<file path="config.mk">
export PLATFORM = sky130hd
export DESIGN_NAME = i2c_master_bit_engine
export DESIGN_NICKNAME = d
export VERILOG_FILES = /design/src/i2cm_pkg.sv /design/src/i2cm_step.sv /design/src/i2c_master_bit_engine.sv
export SDC_FILE = /design/constraint.sdc
export NUM_CORES = 1
export LEC_CHECK = 0
export BUFFER_PORTS_ARGS = -buffer_cell sky130_fd_sc_hd__buf_2
export CAP_MARGIN = 30
export CORE_MARGIN = 2
export CORE_UTILIZATION = 45
export CTS_CLUSTER_SIZE = 8
export DETAILED_ROUTE_END_ITERATION = 6
export PLACE_DENSITY = 0.63
export SLEW_MARGIN = 20
export SYNTH_ARGS = -nofsm -noshare
export SYNTH_HDL_FRONTEND = slang
export SYNTH_HIERARCHICAL = 1
export SYNTH_SLANG_ARGS = --single-unit
</file>
<file path="constraint.sdc">
create_clock -name clk -period 3.3 [get_ports clk]
set_clock_uncertainty 0.05 [all_clocks]
set_input_delay 0.165 -clock clk [delete_from_list [all_inputs] [get_ports clk]]
set_output_delay 0.165 -clock clk [all_outputs]
set_load 0.01 [all_outputs]
</file>
<file path="src/i2cm_pkg.sv">
// Shared types and constants for the I2C master bit engine.
// Depends on nothing; used by i2cm_step and i2c_master_bit_engine.
package i2cm_pkg;

	// Phase codes of the bit sequencer
	typedef enum logic [4:0] {
		PH_IDLE   = 5'd0,
		PH_STA_A  = 5'd1,
		PH_STA_B  = 5'd2,
		PH_STO_A  = 5'd3,
		PH_STO_B  = 5'd4,
		PH_W_LOW  = 5'd5,
		PH_W_HIGH = 5'd6,
		PH_W_TAIL = 5'd7,
		PH_A_REL  = 5'd8,
		PH_A_POLL = 5'd9,
		PH_R_LOW  = 5'd10,
		PH_R_HIGH = 5'd11,
		PH_K_LOW  = 5'd12,
		PH_K_HIGH = 5'd13
	} phase_t;

	localparam logic       ACT_TICK = 1'b0;
	localparam logic       ACT_CMD  = 1'b1;

	localparam logic [1:0] CMD_START = 2'd0;
	localparam logic [1:0] CMD_STOP  = 2'd1;
	localparam logic [1:0] CMD_WRITE = 2'd2;
	localparam logic [1:0] CMD_READ  = 2'd3;

	localparam logic       REG_ACK_TIMEOUT     = 1'b0;
	localparam logic       REG_TICKS_PER_PHASE = 1'b1;

	// Line register bits: bit 0 SCL, bit 1 SDA, bit 2 SDA output enable
	localparam logic [2:0] L_SCL = 3'b001;
	localparam logic [2:0] L_SDA = 3'b010;
	localparam logic [2:0] L_OE  = 3'b100;

	localparam logic [7:0] ACK_TIMEOUT_RST     = 8'd50;
	localparam logic [7:0] TICKS_PER_PHASE_RST = 8'd1;
	localparam logic [2:0] LAST_BIT            = 3'd7;

	typedef struct packed {
		logic       action;
		logic [1:0] command;
		logic [7:0] tx_byte;
		logic       ack_after_read;
		logic       sda_sample;
	} item_t;

	typedef struct packed {
		logic        scl_level;
		logic        sda_level;
		logic        sda_is_output;
		logic        busy_res;
		logic        done_res;
		logic [7:0]  rx_byte;
		logic        nack_error;
		logic [15:0] error_count;
	} result_t;

	typedef struct packed {
		phase_t      phase;
		logic [2:0]  bit_index;
		logic [7:0]  shift_reg;
		logic [8:0]  ticks_left;
		logic [7:0]  ack_wait;
		logic [2:0]  lines;
		logic        ack_choice;
		logic [15:0] timeout_total;
		logic        nack_flag;
		logic [7:0]  last_rx;
	} engine_state_t;

endpackage

</file>
<file path="src/i2cm_step.sv">
// Next-state and result logic of the I2C master bit engine for one word.
// Depends on i2cm_pkg.
module i2cm_step (
	input  i2cm_pkg::engine_state_t st,
	input  i2cm_pkg::item_t         item,
	input  logic [7:0]              ack_timeout,
	input  logic [7:0]              ticks_per_phase,
	output i2cm_pkg::engine_state_t nxt,
	output i2cm_pkg::result_t       res
);

	logic [7:0] unit;
	logic [8:0] one_unit;
	logic [8:0] two_units;
	logic [7:0] rx_shift;
	logic       done;

	assign unit      = (ticks_per_phase == 8'd0) ? 8'd1 : ticks_per_phase;
	assign one_unit  = {1'b0, unit};
	assign two_units = {unit, 1'b0};
	assign rx_shift  = {st.shift_reg[6:0], item.sda_sample};

	always_comb begin
		nxt  = st;
		done = 1'b0;
		if (item.action == i2cm_pkg::ACT_CMD) begin
			if (st.phase == i2cm_pkg::PH_IDLE) begin
				nxt.bit_index = 3'd0;
				case (item.command)
					i2cm_pkg::CMD_START: begin
						nxt.phase      = i2cm_pkg::PH_STA_A;
						nxt.ticks_left = two_units;
						nxt.lines      = i2cm_pkg::L_OE | i2cm_pkg::L_SCL | i2cm_pkg::L_SDA;
					end
					i2cm_pkg::CMD_STOP: begin
						nxt.phase      = i2cm_pkg::PH_STO_A;
						nxt.ticks_left = two_units;
						nxt.lines      = i2cm_pkg::L_OE;
					end
					i2cm_pkg::CMD_WRITE: begin
						nxt.shift_reg  = item.tx_byte;
						nxt.phase      = i2cm_pkg::PH_W_LOW;
						nxt.ticks_left = one_unit;
						nxt.lines      = i2cm_pkg::L_OE | (item.tx_byte[7] ? i2cm_pkg::L_SDA : 3'b000);
					end
					default: begin
						nxt.shift_reg  = 8'd0;
						nxt.ack_choice = item.ack_after_read;
						nxt.phase      = i2cm_pkg::PH_R_LOW;
						nxt.ticks_left = one_unit;
						nxt.lines      = i2cm_pkg::L_SDA;
					end
				endcase
			end
		end else if (st.phase == i2cm_pkg::PH_IDLE) begin
			nxt = st;
		end else if (st.phase == i2cm_pkg::PH_A_POLL) begin
			if (!item.sda_sample) begin
				nxt.nack_flag = 1'b0;
				nxt.lines     = st.lines & ~i2cm_pkg::L_SCL;
				nxt.phase     = i2cm_pkg::PH_IDLE;
				done          = 1'b1;
			end else if ({1'b0, st.ack_wait} + 9'd1 > {1'b0, ack_timeout}) begin
				nxt.nack_flag     = 1'b1;
				nxt.timeout_total = st.timeout_total + 16'd1;
				nxt.phase         = i2cm_pkg::PH_STO_A;
				nxt.ticks_left    = two_units;
				nxt.lines         = i2cm_pkg::L_OE;
			end else begin
				nxt.ack_wait = st.ack_wait + 8'd1;
			end
		end else if (st.ticks_left > 9'd1) begin
			nxt.ticks_left = st.ticks_left - 9'd1;
		end else begin
			case (st.phase)
				i2cm_pkg::PH_STA_A: begin
					nxt.phase      = i2cm_pkg::PH_STA_B;
					nxt.ticks_left = two_units;
					nxt.lines      = i2cm_pkg::L_OE | i2cm_pkg::L_SCL;
				end
				i2cm_pkg::PH_STA_B: begin
					nxt.lines = i2cm_pkg::L_OE;
					nxt.phase = i2cm_pkg::PH_IDLE;
					done      = 1'b1;
				end
				i2cm_pkg::PH_STO_A: begin
					nxt.phase      = i2cm_pkg::PH_STO_B;
					nxt.ticks_left = two_units;
					nxt.lines      = i2cm_pkg::L_OE | i2cm_pkg::L_SCL | i2cm_pkg::L_SDA;
				end
				i2cm_pkg::PH_STO_B: begin
					nxt.phase = i2cm_pkg::PH_IDLE;
					done      = 1'b1;
				end
				i2cm_pkg::PH_W_LOW: begin
					nxt.phase      = i2cm_pkg::PH_W_HIGH;
					nxt.ticks_left = one_unit;
					nxt.lines      = st.lines | i2cm_pkg::L_SCL;
				end
				i2cm_pkg::PH_W_HIGH: begin
					nxt.phase      = i2cm_pkg::PH_W_TAIL;
					nxt.ticks_left = one_unit;
					nxt.lines      = st.lines & ~i2cm_pkg::L_SCL;
				end
				i2cm_pkg::PH_W_TAIL: begin
					nxt.ticks_left = one_unit;
					if (st.bit_index < i2cm_pkg::LAST_BIT) begin
						nxt.bit_index = st.bit_index + 3'd1;
						nxt.shift_reg = {st.shift_reg[6:0], 1'b0};
						nxt.phase     = i2cm_pkg::PH_W_LOW;
						nxt.lines     = i2cm_pkg::L_OE |
							(st.shift_reg[6] ? i2cm_pkg::L_SDA : 3'b000);
					end else begin
						nxt.phase = i2cm_pkg::PH_A_REL;
						nxt.lines = i2cm_pkg::L_SDA;
					end
				end
				i2cm_pkg::PH_A_REL: begin
					nxt.phase      = i2cm_pkg::PH_A_POLL;
					nxt.ticks_left = one_unit;
					nxt.lines      = i2cm_pkg::L_SDA | i2cm_pkg::L_SCL;
					nxt.ack_wait   = 8'd0;
				end
				i2cm_pkg::PH_R_LOW: begin
					nxt.phase      = i2cm_pkg::PH_R_HIGH;
					nxt.ticks_left = one_unit;
					nxt.lines      = i2cm_pkg::L_SDA | i2cm_pkg::L_SCL;
				end
				i2cm_pkg::PH_R_HIGH: begin
					// take the bit on the last tick of the SCL-high unit
					nxt.shift_reg  = rx_shift;
					nxt.ticks_left = one_unit;
					if (st.bit_index < i2cm_pkg::LAST_BIT) begin
						nxt.bit_index = st.bit_index + 3'd1;
						nxt.phase     = i2cm_pkg::PH_R_LOW;
						nxt.lines     = i2cm_pkg::L_SDA;
					end else begin
						nxt.last_rx = rx_shift;
						nxt.phase   = i2cm_pkg::PH_K_LOW;
						nxt.lines   = i2cm_pkg::L_OE |
							(st.ack_choice ? 3'b000 : i2cm_pkg::L_SDA);
					end
				end
				i2cm_pkg::PH_K_LOW: begin
					nxt.phase      = i2cm_pkg::PH_K_HIGH;
					nxt.ticks_left = one_unit;
					nxt.lines      = st.lines | i2cm_pkg::L_SCL;
				end
				i2cm_pkg::PH_K_HIGH: begin
					nxt.lines = st.lines & ~i2cm_pkg::L_SCL;
					nxt.phase = i2cm_pkg::PH_IDLE;
					done      = 1'b1;
				end
				default: begin
					nxt.phase = i2cm_pkg::PH_IDLE;
				end
			endcase
		end
	end

	always_comb begin
		res.scl_level     = nxt.lines[0];
		res.sda_level     = nxt.lines[1];
		res.sda_is_output = nxt.lines[2];
		res.busy_res      = (nxt.phase != i2cm_pkg::PH_IDLE);
		res.done_res      = done;
		res.rx_byte       = nxt.last_rx;
		res.nack_error    = nxt.nack_flag;
		res.error_count   = nxt.timeout_total;
	end

endmodule

</file>
<file path="src/i2c_master_bit_engine.sv">
// Top level of the I2C master bit engine: input register, phase state and
// result register. Depends on i2cm_pkg and i2cm_step.
//
// Each input word is either a command (start, stop, write byte, read byte) or
// a time tick carrying the sampled SDA level, and each word yields exactly one
// result word with the driven SCL/SDA levels, the SDA direction, busy/done
// flags, the last received byte, the NACK flag and a wrapping count of ACK
// timeouts. Words are taken at one per clock cycle while the result side does not
// stall: an accepted word is held in the input register, the phase state is updated
// from it by combinational logic, and its result is registered in the output
// register. The rate is set by that single phase-state update, which handles one
// word per cycle. A stalled result register holds the input register, which then
// raises stall. Configuration (index 0 ACK timeout, index 1 ticks per phase) is
// always ready and must only be written while the engine is idle with no word in
// flight.
module i2c_master_bit_engine (
	input  logic              clk,
	input  logic              arst_n,
	input  logic              item_valid,
	output logic              item_stall,
	input  i2cm_pkg::item_t   item,
	output logic              result_valid,
	input  logic              result_stall,
	output i2cm_pkg::result_t result,
	input  logic              cfg_valid,
	output logic              cfg_ready,
	input  logic              cfg_index,
	input  logic [7:0]        cfg_data
);

	i2cm_pkg::item_t         item_s1;
	logic                    valid_s1;
	i2cm_pkg::engine_state_t st_q;
	i2cm_pkg::engine_state_t st_nxt;
	i2cm_pkg::result_t       res_nxt;
	logic [7:0]              ack_timeout_q;
	logic [7:0]              ticks_per_phase_q;
	logic                    advance;
	logic                    accept;

	// Advance the held word when the result register is empty or being drained
	assign advance    = valid_s1 && (!result_valid || !result_stall);
	assign item_stall = valid_s1 && !advance;
	assign accept     = item_valid && !item_stall;
	assign cfg_ready  = 1'b1;

	// Input register
	always_ff @(posedge clk or negedge arst_n) begin
		if (!arst_n) begin
			valid_s1 <= 1'b0;
		end else begin
			valid_s1 <= accept || (valid_s1 && !advance);
		end
	end

	always_ff @(posedge clk) begin
		if (accept) begin
			item_s1 <= item;
		end
	end

	// Configuration registers
	always_ff @(posedge clk or negedge arst_n) begin
		if (!arst_n) begin
			ack_timeout_q     <= i2cm_pkg::ACK_TIMEOUT_RST;
			ticks_per_phase_q <= i2cm_pkg::TICKS_PER_PHASE_RST;
		end else if (cfg_valid && cfg_ready) begin
			case (cfg_index)
				i2cm_pkg::REG_ACK_TIMEOUT:     ack_timeout_q     <= cfg_data;
				i2cm_pkg::REG_TICKS_PER_PHASE: ticks_per_phase_q <= cfg_data;
				default:                       ack_timeout_q     <= ack_timeout_q;
			endcase
		end
	end

	i2cm_step u_step (
		.st              (st_q),
		.item            (item_s1),
		.ack_timeout     (ack_timeout_q),
		.ticks_per_phase (ticks_per_phase_q),
		.nxt             (st_nxt),
		.res             (res_nxt)
	);

	// Phase state: lines idle high and driven after reset
	always_ff @(posedge clk or negedge arst_n) begin
		if (!arst_n) begin
			st_q.phase         <= i2cm_pkg::PH_IDLE;
			st_q.bit_index     <= 3'd0;
			st_q.shift_reg     <= 8'd0;
			st_q.ticks_left    <= 9'd0;
			st_q.ack_wait      <= 8'd0;
			st_q.lines         <= i2cm_pkg::L_OE | i2cm_pkg::L_SCL | i2cm_pkg::L_SDA;
			st_q.ack_choice    <= 1'b0;
			st_q.timeout_total <= 16'd0;
			st_q.nack_flag     <= 1'b0;
			st_q.last_rx       <= 8'd0;
		end else if (advance) begin
			st_q <= st_nxt;
		end
	end

	// Result register
	always_ff @(posedge clk or negedge arst_n) begin
		if (!arst_n) begin
			result_valid <= 1'b0;
		end else if (advance) begin
			result_valid <= 1'b1;
		end else if (!result_stall) begin
			result_valid <= 1'b0;
		end
	end

	always_ff @(posedge clk) begin
		if (advance) begin
			result <= res_nxt;
		end
	end

	// A completed command leaves the engine idle
	a_done_idle: assert property (@(posedge clk) disable iff (!arst_n)
		result_valid && result.done_res |-> !result.busy_res)
		else $error("done reported while busy");

	// A stalled result freezes the phase state
	a_stall_hold: assert property (@(posedge clk) disable iff (!arst_n)
		result_valid && result_stall |=> $stable(st_q))
		else $error("phase state moved under a stalled result");

	// The timeout count only moves together with a raised NACK flag
	a_err_nack: assert property (@(posedge clk) disable iff (!arst_n)
		advance && (st_nxt.timeout_total != st_q.timeout_total) |-> st_nxt.nack_flag)
		else $error("timeout counted without NACK");

	// Stall is raised only while a word is held
	a_stall_held: assert property (@(posedge clk) disable iff (!arst_n)
		item_stall |-> valid_s1 && result_valid)
		else $error("stall without a held word");

endmodule

</file>
==> qor.log <==
INFO  global_routing grt_pass1_vias=5876
INFO  setup_path     setup.worst_path.start_class=flip-flop
INFO  floorplan      die_area=0.0184mm^2
INFO  sta            maxSlewHeadroom=45.8%
INFO  pwr            worst_ir_drop_vdd=0.452mV
INFO  setup_path     worst_reg2reg_startpoint=st_q[30]
INFO  floorplan      start_util=45.5%
INFO  floorplan      std_cell_rows=48
INFO  place          gp_congestion=0.913
INFO  finish         ff_latch_area=0.00328mm^2
INFO  place          place.detailed.hpwl=13.4mm
INFO  detailed_routing detail_route.vias_per_cell=5.82
INFO  sta            setup_viol=0
INFO  worst_hold_path min-delay-path-class=input port to async pin
INFO  outcome        status=completed
INFO  place          io_buffers=58
INFO  detailed_routing drc=0
INFO  finish         num_antenna_cells=0
INFO  detailed_routing routed_wire_length_per_instance=18.9um
INFO  detailed_routing drt_wl_total=19.5mm
INFO  finish         fillCellCount=1511
INFO  setup_path     timing.reg2reg.setup_slack=0.05ns
INFO  setup_path     worstRegToRegCells=13
INFO  detailed_routing route.vias.total=5998
INFO  pwr            pwr_density_cell=686mW/mm^2
INFO  global_routing track_usage=22.0%
INFO  clock_network  tritoncts=yes
INFO  clock_network  cts.sinks=122
INFO  yosys          synthesis.yosys.warnings=6
INFO  setup_path     timing_worst_setup_path_type=flip-flop to flip-flop
INFO  yosys          postSynthCellCount=711
INFO  floorplan      placeableCoreArea=0.0171mm^2
INFO  global_routing pin_count_of_the_biggest_net_entering_global_routing=54
INFO  detailed_routing route.antenna.remaining_nets=0
INFO  sta            postLayoutSetupSlackWorst=0.0526ns
INFO  sta            final_min_period_over_clock_period=98.4%
INFO  floorplan      die-width=136um
INFO  detailed_routing drtPass1Iterations=5
INFO  pwr            total_power=6350uW
INFO  floorplan      fp.dieH=136um
INFO  yosys          mappedNetlistNets=751
INFO  clock_network  ctsLongestPathBuffers=2
INFO  floorplan      ioPinCount=60
INFO  global_routing grt_overflow_total=0
INFO  sta            hold_viol_final=0
INFO  setup_path     endpoint_required_time_on_the_critical_path=3.55ns
INFO  yosys          mappedNetlistArea=0.00778mm^2
INFO  setup_path     crit_start=st_q[30]
INFO  clock_network  numCtsBuffers=17
INFO  finish         multi_input_area=0.00400mm^2
INFO  setup_path     crit_path_end_kind=flip-flop
INFO  sta            grt_setup_unrepaired=yes
INFO  detailed_routing detail_route.iter0.violations=549
INFO  sta            min_period=3.25ns
INFO  sta            transition_time_of_the_tightest_slew_check_pin=0.806ns
INFO  clock_network  clk_pin_slew=0.06ns
INFO  place          place_worst_setup_slack=-0.00826ns
INFO  finish         fin_nets=833
INFO  sta            drv_slew=0
INFO  job            timing.max_cap.violations=0
INFO  clock_network  clk-insertion-delay-late=0.42ns
INFO  clock_network  cts_root_buffer=clkbuf_16
INFO  finish         area_growth_syn_to_layout=19.0%
INFO  finish         drive_gt1_share=34.1%
INFO  setup_path     timing.rr.end=st_q[39]
INFO  setup_path     cp_data_arrival_time=3.49ns
INFO  global_routing antenna_found_initial=0
INFO  sta            max_freq=308MHz
INFO  clock_network  cts_max_level=4
INFO  yosys          post_synthesis_average_cell_area=10.9um^2
INFO  pwr            leakagePower=0.00402uW
INFO  setup_path     worstSetupEndpoint=st_q[39]
INFO  setup_path     critPathMaxFanout=5
INFO  global_routing grt_first_pass_wirelength=31.4mm
[metal layers]
layer | share of wire, % | vias up | track usage (%)
met3 | 5.8 | 33 | 4.23
met1 | 45 | 2954 | 30.3
met5 | 0 | - | 0
met2 | 47 | 219 | 34.4
met4 | 2.0 | 0 | 8.51
li1 | - | 2792 | -
[worst min path at each step]
stage | from | endpoint | slack [ns]
6_report | arst_n | result_valid | 0.15
5_1_grt | arst_n | result_valid | 0.19
4_1_cts | arst_n | result_valid | 0.15
3_5_place_dp | arst_n | result_valid | 0.06
3_3_place_gp | item[3] | item_s1[3] | 0.29
2_1_floorplan | arst_n | ack_timeout_q[0] | -0.18
[repair_timing]
action                                  in CTS  in global routing
hold endpoints to repair                    57                  0
setup buffers                                0                  8
endpoints found under the setup margin       1                 32
pin swaps                                    0                  8
resized for setup                            2                 21
gates cloned                                 0                  0
hold buffers                                24                  0
[through the flow]
stage	cell area [um^2]	TNS, ns	hold slack [ns]	util [%]	std cells
detailed placement	8240	-0.00826	0.0636	48.1	967
global placement	8210	0	0.294	48.0	966
floorplan	7790	0	-0.181	-	711
CTS	9090	0	0.155	53.1	1023
global route	9260	-0.389	0.188	54.1	1031
finish	9260	0	0.150	54.1	1031
[sequential cells by signal (all words and copies together) (netlist names)]
signal and cells:
valid_s1 1, item_s1 13, st_q 61, result 30, ticks_per_phase_q 8, ack_timeout_q 8, result_valid 1
[where the power goes]
| part | internal, uW | switching [uW] |
|---|---|---|
| sequential | 1820 | 260 |
| combinational | 1100 | 1270 |
| clock | 1190 | 701 |
| total | 4110 | 2230 |
[worst max-delay path: stages, from the launching register on]
cell and delay (ns):
dfrtp_2 0.42, ha_4 0.16, and4_4 0.24, nand2_4 0.07, xnor2_2 0.14, ha_1 0.32
a21o_1 0.14, a21oi_2 0.06, a21o_1 0.24, o31ai_4 0.36, buf_4 0.18, mux2i_1 0.08
o41a_1 0.40, mux2_4 0.26
[cells in the final DEF, fill, tap and decap left out, types with 7 or more instances in the layout]
master          n
o21ai_0        20
dfstp_2         7
a211oi_1       11
inv_1          25
o211ai_1       10
mux2i_1        15
buf_4          51
dlygate4sd3_1  24
clkbuf_16      17
a21oi_1        27
and3_1          9
ha_1           12
mux2_2         31
edfxtp_1       43
nand4_1         7
xor2_1          9
xnor2_1        16
nor2b_1         8
nor3_1         17
nor2_1         26
nand3_1        30
nand2_1        41
nor3b_1         8
dfrtp_1        70
a21o_1          7
a31oi_1        10
buf_2          57
mux2_4         59
[final cells by class]
class	instances	area share, %
flip-flops and latches	122	35.4
well taps	225	3.04
clock buffers	18	4.64
multi-input cells	490	43.2
clock inverters	14	1.84
repair buffers	137	10.9
inverters	25	1.01
No activity file was read; power rests on OpenSTA's default activity.
